===== config.mk =====
export PLATFORM = sky130hd
export DESIGN_NAME = nmea_line_checksum_checker_core
export DESIGN_NICKNAME = d
export VERILOG_FILES = /design/src/hw/rtl/nlcc_pkg.sv /design/src/hw/rtl/nmea_line_checksum_checker_core.sv /design/src/hw/rtl/nlcc_in_reg.sv /design/src/hw/rtl/nlcc_line_state.sv /design/src/hw/rtl/nlcc_out_buf.sv
export SDC_FILE = /design/constraint.sdc
export NUM_CORES = 1
export LEC_CHECK = 0
export BUFFER_PORTS_ARGS = -buffer_cell sky130_fd_sc_hd__buf_2
export CAP_MARGIN = 30
export CELL_PAD_IN_SITES_DETAIL_PLACEMENT = 2
export CELL_PAD_IN_SITES_GLOBAL_PLACEMENT = 2
export CORE_MARGIN = 4
export CORE_UTILIZATION = 40
export CTS_BUF_LIST = sky130_fd_sc_hd__clkbuf_8
export DETAILED_ROUTE_END_ITERATION = 8
export PLACE_DENSITY_LB_ADDON = 0.08
export SYNTH_ARGS = -nofsm -noshare
export SYNTH_HDL_FRONTEND = slang
export SYNTH_SLANG_ARGS = --single-unit

===== constraint.sdc =====
create_clock -name clk_i -period 5.7 [get_ports clk_i]
set_input_delay 0.57 -clock clk_i [delete_from_list [all_inputs] [get_ports clk_i]]
set_output_delay 0.57 -clock clk_i [all_outputs]
set_load 0.03 [all_outputs]

===== src/hw/rtl/nlcc_pkg.sv =====
`timescale 1ns / 1ps
// ----------------------------------------------------------------------------
// nlcc_pkg
// shared types, constants and helper functions of the nmea line checker
// ----------------------------------------------------------------------------
package nlcc_pkg;

  localparam int LineBufBytes = 128;
  localparam int FillW        = $clog2(LineBufBytes);
  localparam int LenW         = 7;
  localparam int HeaderLen    = 6;

  localparam logic [7:0] NlByte   = 8'h0A;
  localparam logic [7:0] StarByte = 8'h2A;
  localparam logic [7:0] ZeroByte = 8'h00;

  typedef struct packed {
    logic       valid;
    logic [7:0] data;
  } nlcc_byte_t;

  typedef struct packed {
    logic            checksum_ok;
    logic            is_gga;
    logic            star_found;
    logic [LenW-1:0] line_length;
    logic [7:0]      computed_sum;
    logic [7:0]      received_sum;
    logic            full_end;
  } nlcc_result_t;

  typedef struct packed {
    logic         push;
    nlcc_result_t res;
  } nlcc_push_t;

  typedef struct packed {
    logic       valid;
    logic [3:0] value;
  } nlcc_hex_t;

  function automatic logic [7:0] gga_char(input logic [2:0] idx);
    logic [7:0] ch;
    unique case (idx)
      3'd0:    ch = 8'h24;
      3'd1:    ch = 8'h47;
      3'd2:    ch = 8'h50;
      3'd3:    ch = 8'h47;
      3'd4:    ch = 8'h47;
      3'd5:    ch = 8'h41;
      default: ch = 8'h00;
    endcase
    return ch;
  endfunction

  function automatic nlcc_hex_t hex_digit(input logic [7:0] c);
    nlcc_hex_t h;
    h.valid = 1'b1;
    h.value = 4'd0;
    if (c >= 8'h30 && c <= 8'h39) begin
      h.value = 4'(c - 8'h30);
    end else if (c >= 8'h61 && c <= 8'h66) begin
      h.value = 4'(c - 8'h57);
    end else if (c >= 8'h41 && c <= 8'h46) begin
      h.value = 4'(c - 8'h37);
    end else begin
      h.valid = 1'b0;
    end
    return h;
  endfunction

endpackage


===== src/hw/rtl/nmea_line_checksum_checker_core.sv =====
// path: a line-ending byte is taken into the input register, then the line state
// pushes its result into the result buffer, which drives the outputs
// throughput: one byte per cycle while the result buffer has room; the two-entry
// buffer keeps bytes flowing while one result waits under output stall
// reset: rst_ni is asynchronous, active low, and clears line state and all valids
`timescale 1ns / 1ps
// ----------------------------------------------------------------------------
// nmea_line_checksum_checker_core
// frames serial bytes into lines and checks the nmea sentence checksum
// ----------------------------------------------------------------------------
module nmea_line_checksum_checker_core (
  input  logic                      clk_i,
  input  logic                      rst_ni,
  input  logic                      in_valid_i,
  output logic                      in_stall_o,
  input  logic [7:0]                rx_byte_i,
  output logic                      out_valid_o,
  input  logic                      out_stall_i,
  output logic                      checksum_ok_o,
  output logic                      is_gga_o,
  output logic                      star_found_o,
  output logic [nlcc_pkg::LenW-1:0] line_length_o,
  output logic [7:0]                computed_sum_o,
  output logic [7:0]                received_sum_o,
  output logic                      full_end_o
);
  import nlcc_pkg::*;

  nlcc_byte_t   byte_s;
  nlcc_push_t   push_s;
  nlcc_result_t res_s;
  logic         advance;
  logic         room;

  nlcc_in_reg u_in_reg (
    .clk_i      (clk_i),
    .rst_ni     (rst_ni),
    .in_valid_i (in_valid_i),
    .in_stall_o (in_stall_o),
    .rx_byte_i  (rx_byte_i),
    .advance_i  (advance),
    .byte_o     (byte_s)
  );

  nlcc_line_state u_line_state (
    .clk_i     (clk_i),
    .rst_ni    (rst_ni),
    .byte_i    (byte_s),
    .room_i    (room),
    .advance_o (advance),
    .push_o    (push_s)
  );

  nlcc_out_buf u_out_buf (
    .clk_i       (clk_i),
    .rst_ni      (rst_ni),
    .push_i      (push_s),
    .room_o      (room),
    .out_valid_o (out_valid_o),
    .out_stall_i (out_stall_i),
    .res_o       (res_s)
  );

  assign checksum_ok_o  = res_s.checksum_ok;
  assign is_gga_o       = res_s.is_gga;
  assign star_found_o   = res_s.star_found;
  assign line_length_o  = res_s.line_length;
  assign computed_sum_o = res_s.computed_sum;
  assign received_sum_o = res_s.received_sum;
  assign full_end_o     = res_s.full_end;

endmodule


===== src/hw/rtl/nlcc_in_reg.sv =====
`timescale 1ns / 1ps
// ----------------------------------------------------------------------------
// nlcc_in_reg
// input register for received bytes, holds one byte until the core takes it
// ----------------------------------------------------------------------------
module nlcc_in_reg (
  input  logic               clk_i,
  input  logic               rst_ni,
  input  logic               in_valid_i,
  output logic               in_stall_o,
  input  logic [7:0]         rx_byte_i,
  input  logic               advance_i,
  output nlcc_pkg::nlcc_byte_t byte_o
);
  import nlcc_pkg::*;

  logic       valid_q, valid_d;
  logic [7:0] data_q, data_d;
  logic       accept;

  assign in_stall_o = valid_q && !advance_i;
  assign accept     = in_valid_i && !in_stall_o;

  always_comb begin
    valid_d = valid_q;
    data_d  = data_q;
    if (accept) begin
      valid_d = 1'b1;
      data_d  = rx_byte_i;
    end else if (advance_i) begin
      valid_d = 1'b0;
    end
  end

  always_ff @(posedge clk_i or negedge rst_ni) begin
    if (!rst_ni) begin
      valid_q <= 1'b0;
    end else begin
      valid_q <= valid_d;
    end
  end

  always_ff @(posedge clk_i) begin
    data_q <= data_d;
  end

  assign byte_o.valid = valid_q;
  assign byte_o.data  = data_q;

endmodule


===== src/hw/rtl/nlcc_line_state.sv =====
`timescale 1ns / 1ps
// ----------------------------------------------------------------------------
// nlcc_line_state
// per-line state: fill count, running xor, star and hex tracking, header match
// ----------------------------------------------------------------------------
module nlcc_line_state (
  input  logic                 clk_i,
  input  logic                 rst_ni,
  input  nlcc_pkg::nlcc_byte_t byte_i,
  input  logic                 room_i,
  output logic                 advance_o,
  output nlcc_pkg::nlcc_push_t push_o
);
  import nlcc_pkg::*;

  logic [FillW-1:0] fill_q, fill_d;
  logic [7:0]       xor_q, xor_d;
  logic             star_q, star_d;
  logic             star_ok_q, star_ok_d;
  logic [7:0]       hex_q, hex_d;
  logic             hex_act_q, hex_act_d;
  logic             hdr_q, hdr_d;
  logic             zero_q, zero_d;

  logic       is_nl;
  logic       full;
  logic [7:0] c;
  nlcc_hex_t  hd;

  assign advance_o = byte_i.valid && room_i;
  assign c         = byte_i.data;
  assign is_nl     = (c == NlByte);
  assign full      = (fill_q >= FillW'(LineBufBytes - 1));
  assign hd        = hex_digit(c);

  always_comb begin
    fill_d    = fill_q;
    xor_d     = xor_q;
    star_d    = star_q;
    star_ok_d = star_ok_q;
    hex_d     = hex_q;
    hex_act_d = hex_act_q;
    hdr_d     = hdr_q;
    zero_d    = zero_q;
    push_o    = '0;
    if (advance_o) begin
      if (!is_nl && !full) begin
        fill_d = fill_q + FillW'(1);
        if (!zero_q) begin
          if (fill_q < FillW'(HeaderLen) && c != gga_char(fill_q[2:0])) begin
            hdr_d = 1'b0;
          end
          if (c == ZeroByte) begin
            zero_d    = 1'b1;
            hex_act_d = 1'b0;
          end else if (!star_q) begin
            if (c == StarByte) begin
              star_d    = 1'b1;
              star_ok_d = (fill_q <= FillW'(LineBufBytes - 3));
              hex_act_d = 1'b1;
              hex_d     = 8'h00;
            end else if (fill_q != '0) begin
              xor_d = xor_q ^ c;
            end
          end else if (hex_act_q) begin
            if (hd.valid) begin
              hex_d = {hex_q[3:0], hd.value};
            end else begin
              hex_act_d = 1'b0;
            end
          end
        end
      end else begin
        push_o.push             = 1'b1;
        push_o.res.checksum_ok  = star_q && star_ok_q && (xor_q == hex_q);
        push_o.res.is_gga       = hdr_q && (fill_q >= FillW'(HeaderLen));
        push_o.res.star_found   = star_q;
        push_o.res.line_length  = LenW'(fill_q);
        push_o.res.computed_sum = xor_q;
        push_o.res.received_sum = star_q ? hex_q : 8'h00;
        push_o.res.full_end     = !is_nl;
        fill_d    = '0;
        xor_d     = 8'h00;
        star_d    = 1'b0;
        star_ok_d = 1'b0;
        hex_d     = 8'h00;
        hex_act_d = 1'b0;
        hdr_d     = 1'b1;
        zero_d    = 1'b0;
      end
    end
  end

  always_ff @(posedge clk_i or negedge rst_ni) begin
    if (!rst_ni) begin
      fill_q    <= '0;
      xor_q     <= 8'h00;
      star_q    <= 1'b0;
      star_ok_q <= 1'b0;
      hex_q     <= 8'h00;
      hex_act_q <= 1'b0;
      hdr_q     <= 1'b1;
      zero_q    <= 1'b0;
    end else begin
      fill_q    <= fill_d;
      xor_q     <= xor_d;
      star_q    <= star_d;
      star_ok_q <= star_ok_d;
      hex_q     <= hex_d;
      hex_act_q <= hex_act_d;
      hdr_q     <= hdr_d;
      zero_q    <= zero_d;
    end
  end

  a_fill_bound: assert property (@(posedge clk_i) disable iff (!rst_ni)
    fill_q <= FillW'(LineBufBytes - 1))
    else $error("fill count beyond buffer");

  a_clear_after_end: assert property (@(posedge clk_i) disable iff (!rst_ni)
    push_o.push |=> (fill_q == '0 && !star_q && !zero_q && hdr_q))
    else $error("line state not cleared after line end");

  a_hex_needs_star: assert property (@(posedge clk_i) disable iff (!rst_ni)
    hex_act_q |-> star_q)
    else $error("hex run active without star");

endmodule


===== src/hw/rtl/nlcc_out_buf.sv =====
`timescale 1ns / 1ps
// ----------------------------------------------------------------------------
// nlcc_out_buf
// two-entry result buffer, decouples output stall from the byte path
// ----------------------------------------------------------------------------
module nlcc_out_buf (
  input  logic                   clk_i,
  input  logic                   rst_ni,
  input  nlcc_pkg::nlcc_push_t   push_i,
  output logic                   room_o,
  output logic                   out_valid_o,
  input  logic                   out_stall_i,
  output nlcc_pkg::nlcc_result_t res_o
);
  import nlcc_pkg::*;

  logic [1:0]   cnt_q, cnt_d;
  nlcc_result_t head_q, head_d;
  nlcc_result_t tail_q, tail_d;
  logic         pop;

  assign room_o      = (cnt_q != 2'd2);
  assign out_valid_o = (cnt_q != 2'd0);
  assign pop         = out_valid_o && !out_stall_i;
  assign res_o       = head_q;

  always_comb begin
    cnt_d  = cnt_q;
    head_d = head_q;
    tail_d = tail_q;
    if (pop && push_i.push) begin
      if (cnt_q == 2'd1) begin
        head_d = push_i.res;
      end else begin
        head_d = tail_q;
        tail_d = push_i.res;
      end
    end else if (push_i.push) begin
      cnt_d = cnt_q + 2'd1;
      if (cnt_q == 2'd0) begin
        head_d = push_i.res;
      end else begin
        tail_d = push_i.res;
      end
    end else if (pop) begin
      cnt_d  = cnt_q - 2'd1;
      head_d = tail_q;
    end
  end

  always_ff @(posedge clk_i or negedge rst_ni) begin
    if (!rst_ni) begin
      cnt_q <= 2'd0;
    end else begin
      cnt_q <= cnt_d;
    end
  end

  always_ff @(posedge clk_i) begin
    head_q <= head_d;
    tail_q <= tail_d;
  end

  a_no_overflow: assert property (@(posedge clk_i) disable iff (!rst_ni)
    push_i.push |-> cnt_q != 2'd2)
    else $error("result pushed into full buffer");

  a_count_range: assert property (@(posedge clk_i) disable iff (!rst_ni)
    cnt_q != 2'd3)
    else $error("result count out of range");

endmodule

==> results.json, run 1 <==
{
  "clk_latency_ns": 0.38,
  "slew_viol_final": 0,
  "chipWidth_um": 118,
  "grt_pass1_vias": 3912,
  "slew-limit-headroom_pct": 35.1,
  "yosys_most_used_dff": "edfxtp_1",
  "crit_required_ns": 5.83,
  "dieArea_um2": 13900,
  "io_pins": 41,
  "startpoint_type": "flop",
  "synth_edf_count": 62,
  "leakage_nw": 2.07,
  "grt_first_pass_wirelength_um": 22100,
  "clock_skew_ns": 0.0103,
  "postCtsHoldBufs": 0,
  "grt_antenna_before_repair": 0,
  "synth.distinct_cells": 59,
  "cts_tree": "built",
  "final_nets": 487,
  "ctsResizeCount": 0,
  "gp_congestion": 0.822,
  "critPathLaunch": "u_line_state.fill_q[0]",
  "worstMarginPinSlew_ns": 0.969,
  "drtIter0Drc": 211,
  "cts_sinks": 93,
  "criticalPathCategory": "reg2reg",
  "ant_nets": 0,
  "coreArea_um2": 11600,
  "syn_nets": 456,
  "setup_violations": 0,
  "port_buffers": 40,
  "yosys_register_bits": 93,
  "fin_tns_setup_ns": 0,
  "hold_violations": 0,
  "wire_per_inst_um": 22.2,
  "grt_use_total_pct": 20.2,
  "start_util_pct": 41.5,
  "synth_area_um2": 4820,
  "min_period_ns": 3.89,
  "syn_inst": 432,
  "synth_area_per_cell_um2": 11.1,
  "whs_ns": 0.268,
  "powerDensity_nw_per_um2": 401,
  "vias": 3643,
  "period_share_pct": 68.2,
  "worstSetupEndpointType": "flop",
  "overflow": 0,
  "drt-total-wl_um": 13600,
  "clockBufferDepth": 2,
  "drive_gt1_share_pct": 14.5,
  "worstReg2RegStart": "u_line_state.fill_q[0]",
  "crit_arrival_ns": 4.02,
  "rsz0062_at_grt": "false",
  "dpl.hpwl_um": 10000,
  "grt_max_degree": 49,
  "cts.htree.levels": 3,
  "cts_buffers": 9,
  "cp_max_fo": 21,
  "ys_async_sr_fraction_pct": 33.3,
  "clock.fmax_mhz": 257,
  "vdd_drop_max_mv": 0.177,
  "status": "finished clean",
  "clk_pin_slew_ns": 0.09,
  "ys_seq_area_share_pct": 54.8,
  "via_per_inst": 5.96,
  "syn_to_final_growth_pct": 10.4,
  "rows": 39,
  "cts_root_buffer": "clkbuf_8",
  "dr.pass1.iters": 4,
  "drv_cap": 0,
  "yosysWarnings": 0,
  "drc": 0,
  "num_antenna_cells": 0,
  "hold_path.class": "in2async",
  "die_h_um": 118,
  "post_cts_buffers": 0
}
==> worst paths after layout <==
path	end	slack (ns)	cells after the start
max	u_out_buf.res_o[18]	1.81	12
min	u_line_state.fill_q[0]	0.27	1
max reg2reg	u_out_buf.res_o[18]	1.81	12
min reg2reg	u_out_buf.cnt_q[0]	0.52	1
max in group asynchronous	u_line_state.hex_act_q	4.92	1
min in group clk_i	u_in_reg.data_q[3]	0.37	1
==> kinds of logic after synthesis <==
logic type	Yosys count	synth area share, %
compound gates	116	17.7
xor+xnor	15	2.73
fa+ha+maj	12	3.12
buf+inv	52	4.44
flops	93	54.8
mux	10	2.08
simple gates	134	15.2
==> synthesized netlist by cell type (all sizes together) (15+ instances only) <==
master | instances | share of area (%)
nand2 | 30 | 2.3
and2 | 15 | 1.9
edfxtp | 62 | 39
nand3 | 19 | 2.0
inv | 25 | 1.9
clkbuf | 17 | 1.3
o211ai | 17 | 2.6
o21ai | 26 | 2.9
nor2 | 19 | 1.5
dfrtp | 30 | 16
a22o | 16 | 2.9
==> report_power, final <==
part           switching [mW]  leakage [nW]  internal, mW
logic                   0.460         0.983         0.245
clock network           0.231        0.0973         0.163
registers               0.185         0.991         0.845
total                   0.877          2.07          1.25
==> through the flow <==
step	worst slack (ns)	utilization, %	total power [mW]	instances	area (µm²)
global route	1.52	45.8	2.27	611	5320
finish	1.81	45.8	2.13	611	5320
floorplan	1.98	-	1.48	432	4820
detailed placement	1.87	44.4	1.75	595	5150
CTS	1.84	45.8	2.15	611	5320
global placement	1.80	44.0	1.70	593	5110
==> cells in the final DEF, fill, tap and decap left out, drive strengths merged, types with 3 or more instances in the layout <==
cell	instances
a21o	4
a21oi	9
a22o	16
a31oi	4
a32oi	7
and2	15
and3	12
buf	47
clkbuf	10
clkinv	3
dfrtp	30
edfxtp	62
ha	12
inv	28
mux2i	10
nand2	30
nand2b	3
nand3	19
nand4	4
nor2	19
nor3	8
nor3b	3
nor4	3
o211ai	17
o21ai	26
o311ai	12
o31ai	5
or3	3
or4	7
xnor2	12
xor2	3
==> layout make-up <==
class	instances	area, µm²
fillers	1194	6300
flip-flops and latches	93	2640
multi-input cells	287	1960
repair buffers	47	280
well taps	143	179
clock buffers	10	138
inverters	25	93.8
clock inverters	6	25.0
==> layer usage <==
metal | wire length (µm) | track usage [%]
met1 | 6210 | 26.4
met2 | 6770 | 34.5
met3 | 356 | 2.84
met4 | 231 | 6.81
met5 | 0 | 0
==> flip-flops by register name, summed over array words and instances (netlist names) <==
signal                  flops
u_line_state.hdr_q          1
u_line_state.hex_act_q      1
u_line_state.fill_q         7
u_out_buf.res_o            27
u_line_state.xor_q          8
u_out_buf.cnt_q             2
u_line_state.star_ok_q      1
u_in_reg.valid_q            1
u_line_state.hex_q          8
u_in_reg.data_q             8
u_line_state.zero_q         1
u_line_state.star_q         1
u_out_buf.tail_q           27
==> critical path: stages (launching register included) <==
cell	delay, ns
dfrtp_1	0.54
ha_1	0.34
a21oi_1	0.28
nor3_2	0.15
o21ai_4	0.54
inv_2	0.08
ha_1	0.22
buf_4	0.20
inv_1	0.35
nor2_1	0.12
buf_4	0.25
a21o_1	0.28
a22o_1	0.27
(Power assumes the default switching activity.)
==> run 2, diff against run 1 <==
--- a/config.mk
+++ b/config.mk
@@ -5,12 +5,13 @@
 export SDC_FILE = /design/constraint.sdc
 export NUM_CORES = 1
 export LEC_CHECK = 0
+export ABC_AREA = 1
 export BUFFER_PORTS_ARGS = -buffer_cell sky130_fd_sc_hd__buf_2
 export CAP_MARGIN = 30
 export CELL_PAD_IN_SITES_DETAIL_PLACEMENT = 2
 export CELL_PAD_IN_SITES_GLOBAL_PLACEMENT = 2
 export CORE_MARGIN = 4
-export CORE_UTILIZATION = 40
+export CORE_UTILIZATION = 38
 export CTS_BUF_LIST = sky130_fd_sc_hd__clkbuf_8
 export DETAILED_ROUTE_END_ITERATION = 8
 export PLACE_DENSITY_LB_ADDON = 0.08
==> constraint.sdc (replaced) <==
create_clock -name clk_i -period 3.8 [get_ports clk_i]
set_input_delay 0.38 -clock clk_i [delete_from_list [all_inputs] [get_ports clk_i]]
set_output_delay 0.38 -clock clk_i [all_outputs]
set_load 0.03 [all_outputs]
==> run 2 against run 1 <==
Worst hold slack worse by 0.20 ns. Cell area up 5.1%. Maximum frequency up 21%. Utilization down 2.0 points. Critical endpoint is now u_out_buf.res_o[8]. Highest routed layer unchanged.
==> results.json, run 2 <==
{
  "rows": 41,
  "crit_path_cell_trace": "inv_1 -> ha_1 -> nand2_1 -> nor2_2 -> nand3_2 -> nand2_4 -> nand2_4 -> clkinv_2 -> ha_1 -> clkinv_1 -> buf_4 -> nor2_1 -> buf_4 -> inv_1 -> nor2_1 -> a31oi_1",
  "gp_congestion": 0.839,
  "grt_max_degree": 62,
  "cp_num_buf_inv": 6,
  "drt-total-wl_um": 14500,
  "drtIter0Drc": 235,
  "top_layer_used": "met4",
  "clock_skew_ns": 0.00723,
  "hold_path.class": "in2async",
  "worstReg2RegEnd": "u_out_buf.res_o[8]",
  "status": "finished clean",
  "drc": 0,
  "cts_sinks": 93,
  "r2r_cells": 16,
  "ys_async_sr_fraction_pct": 33.3,
  "final_nets": 647,
  "worst_path_max_delay_cell": "edfxtp_1",
  "syn_nets": 609,
  "chipWidth_um": 123,
  "clk_latency_ns": 0.38,
  "ant_nets": 0,
  "crit_arrival_ns": 3.33,
  "num_antenna_cells": 0,
  "synth.distinct_cells": 35,
  "dr.pass1.iters": 4,
  "slew-limit-headroom_pct": 47.5,
  "postCtsHoldBufs": 0,
  "syn_to_final_growth_pct": 11.3,
  "reg2reg_slack_ns": 0.59,
  "via_per_inst": 5.18,
  "wl_met1_um": 6520,
  "leakage_nw": 2.69,
  "dieArea_um2": 15100,
  "crit_required_ns": 3.92,
  "yosysWarnings": 0,
  "synth_top_area_share_pct": 37.1,
  "overflow": 0,
  "dpl.hpwl_um": 10700,
  "final_common_cell": "nand2_1",
  "vias": 4147,
  "drv_cap": 0,
  "yosys_register_bits": 93,
  "wire_per_inst_um": 18.1,
  "criticalPathCategory": "reg2reg",
  "synth_area_per_cell_um2": 8.58,
  "drive_gt1_share_pct": 13.7,
  "cp_top_family": "buffers and inverters",
  "worstReg2RegStart": "u_in_reg.data_q[0]",
  "die_h_um": 123,
  "final_cell_mix": "nand2_1, inv_1, edfxtp_1, nor2_1, buf_2",
  "synth_edf_count": 62,
  "start_util_pct": 39.3,
  "cp_max_fo": 27,
  "pre_cts_ws_ns": 0.573,
  "worstSetupEndpointType": "flop",
  "rsz0062_at_grt": "false",
  "synth_most_common_cell": "nand2_1",
  "synth_common_cells": "nand2_1, inv_1, edfxtp_1",
  "io_pins": 41,
  "clk_pin_slew_ns": 0.10,
  "powerDensity_nw_per_um2": 581,
  "cts.htree.levels": 3,
  "ctsResizeCount": 0,
  "wl_met3_um": 345,
  "cts_tree": "built",
  "cts_root_buffer": "clkbuf_8",
  "grt_use_total_pct": 20.4,
  "synth_area_um2": 5020,
  "placed_area_um2": 5380,
  "syn_inst": 585,
  "port_buffers": 40,
  "grt_first_pass_wirelength_um": 23600,
  "clockBufferDepth": 2,
  "dr_wl_met2_um": 7420,
  "hold_violations": 0,
  "yosys_most_used_dff": "edfxtp_1",
  "worstMarginPinSlew_ns": 0.787,
  "coreArea_um2": 12800,
  "fin_tns_setup_ns": 0,
  "period_share_pct": 84.4,
  "min_period_ns": 3.21,
  "vdd_drop_max_mv": 0.258,
  "final_area_um2": 5590,
  "cts_buffers": 9,
  "post_cts_buffers": 0,
  "grt_antenna_before_repair": 0,
  "grt_pass1_vias": 4564,
  "timing.final.ws_setup_ns": 0.591,
  "ys_seq_area_share_pct": 52.6,
  "slew_viol_final": 0,
  "fillCellCount": 1444,
  "startpoint_type": "flop",
  "synthTopCellsByArea": "edfxtp_1, dfrtp_1, nand2_1",
  "synth_top_area_cell": "edfxtp_1",
  "clock.fmax_mhz": 312,
  "setup_violations": 0,
  "max_stage_delay_ns": 0.52
}
run 2: through the flow:
stage | utilization (%) | hold slack (ns) | std cells | total power, mW
6_report | 43.8 | 0.0648 | 800 | 3.24
5_1_grt | 43.8 | 0.119 | 800 | 3.47
4_1_cts | 43.8 | 0.0959 | 800 | 3.28
3_5_place_dp | 42.1 | 0.464 | 784 | 2.52
3_3_place_gp | 42.1 | 0.451 | 784 | 2.47
2_1_floorplan | - | 0.0844 | 585 | 2.16
run 2: layer usage:
| metal | global-route usage (%) | vias to the layer above |
|---|---|---|
| met2 | 37.1 | 52 |
| met5 | 0 | - |
| met3 | 2.56 | 13 |
| met4 | 6.09 | 0 |
| li1 | - | 1991 |
| met1 | 25.2 | 2091 |
run 2: cell type report:
type / instances / area, µm² / share of cell area [%]
flip-flops and latches: 93 / 2640 / 47.2
well taps: 172 / 215 / 3.85
repair buffers: 48 / 260 / 4.66
clock inverters: 7 / 90.1 / 1.61
multi-input cells: 405 / 2010 / 36.0
inverters: 66 / 249 / 4.45
clock buffers: 9 / 124 / 2.22
run 2: worst max path at each step:
stage	startpoint	to	slack (ns)	cells past startpoint
6_report	u_in_reg.data_q[0]	u_out_buf.res_o[8]	0.59	16
5_1_grt	u_in_reg.data_q[0]	u_out_buf.res_o[8]	0.31	16
4_1_cts	u_in_reg.data_q[0]	u_out_buf.res_o[8]	0.56	16
3_5_place_dp	u_in_reg.data_q[0]	u_out_buf.res_o[8]	0.57	16
3_3_place_gp	u_in_reg.data_q[0]	u_out_buf.res_o[8]	0.79	16
2_1_floorplan	u_in_reg.data_q[0]	u_out_buf.tail_q[0]	0.32	15
run 2: logic make-up after synthesis:
logic type | after synthesis | synth area share, %
AOI/OAI and AO/OA | 87 | 9.82
buffers and inverters | 87 | 7.48
and+or+nand+nor | 292 | 24.7
xor gates and xnor gates | 14 | 2.44
adders and majority gates | 12 | 2.99
DFF | 93 | 52.6
run 2: power breakdown:
part	internal, mW	leakage, nW	switching [mW]
clock	0.369	0.111	0.373
sequential	1.26	1.04	0.176
combinational	0.306	1.55	0.760
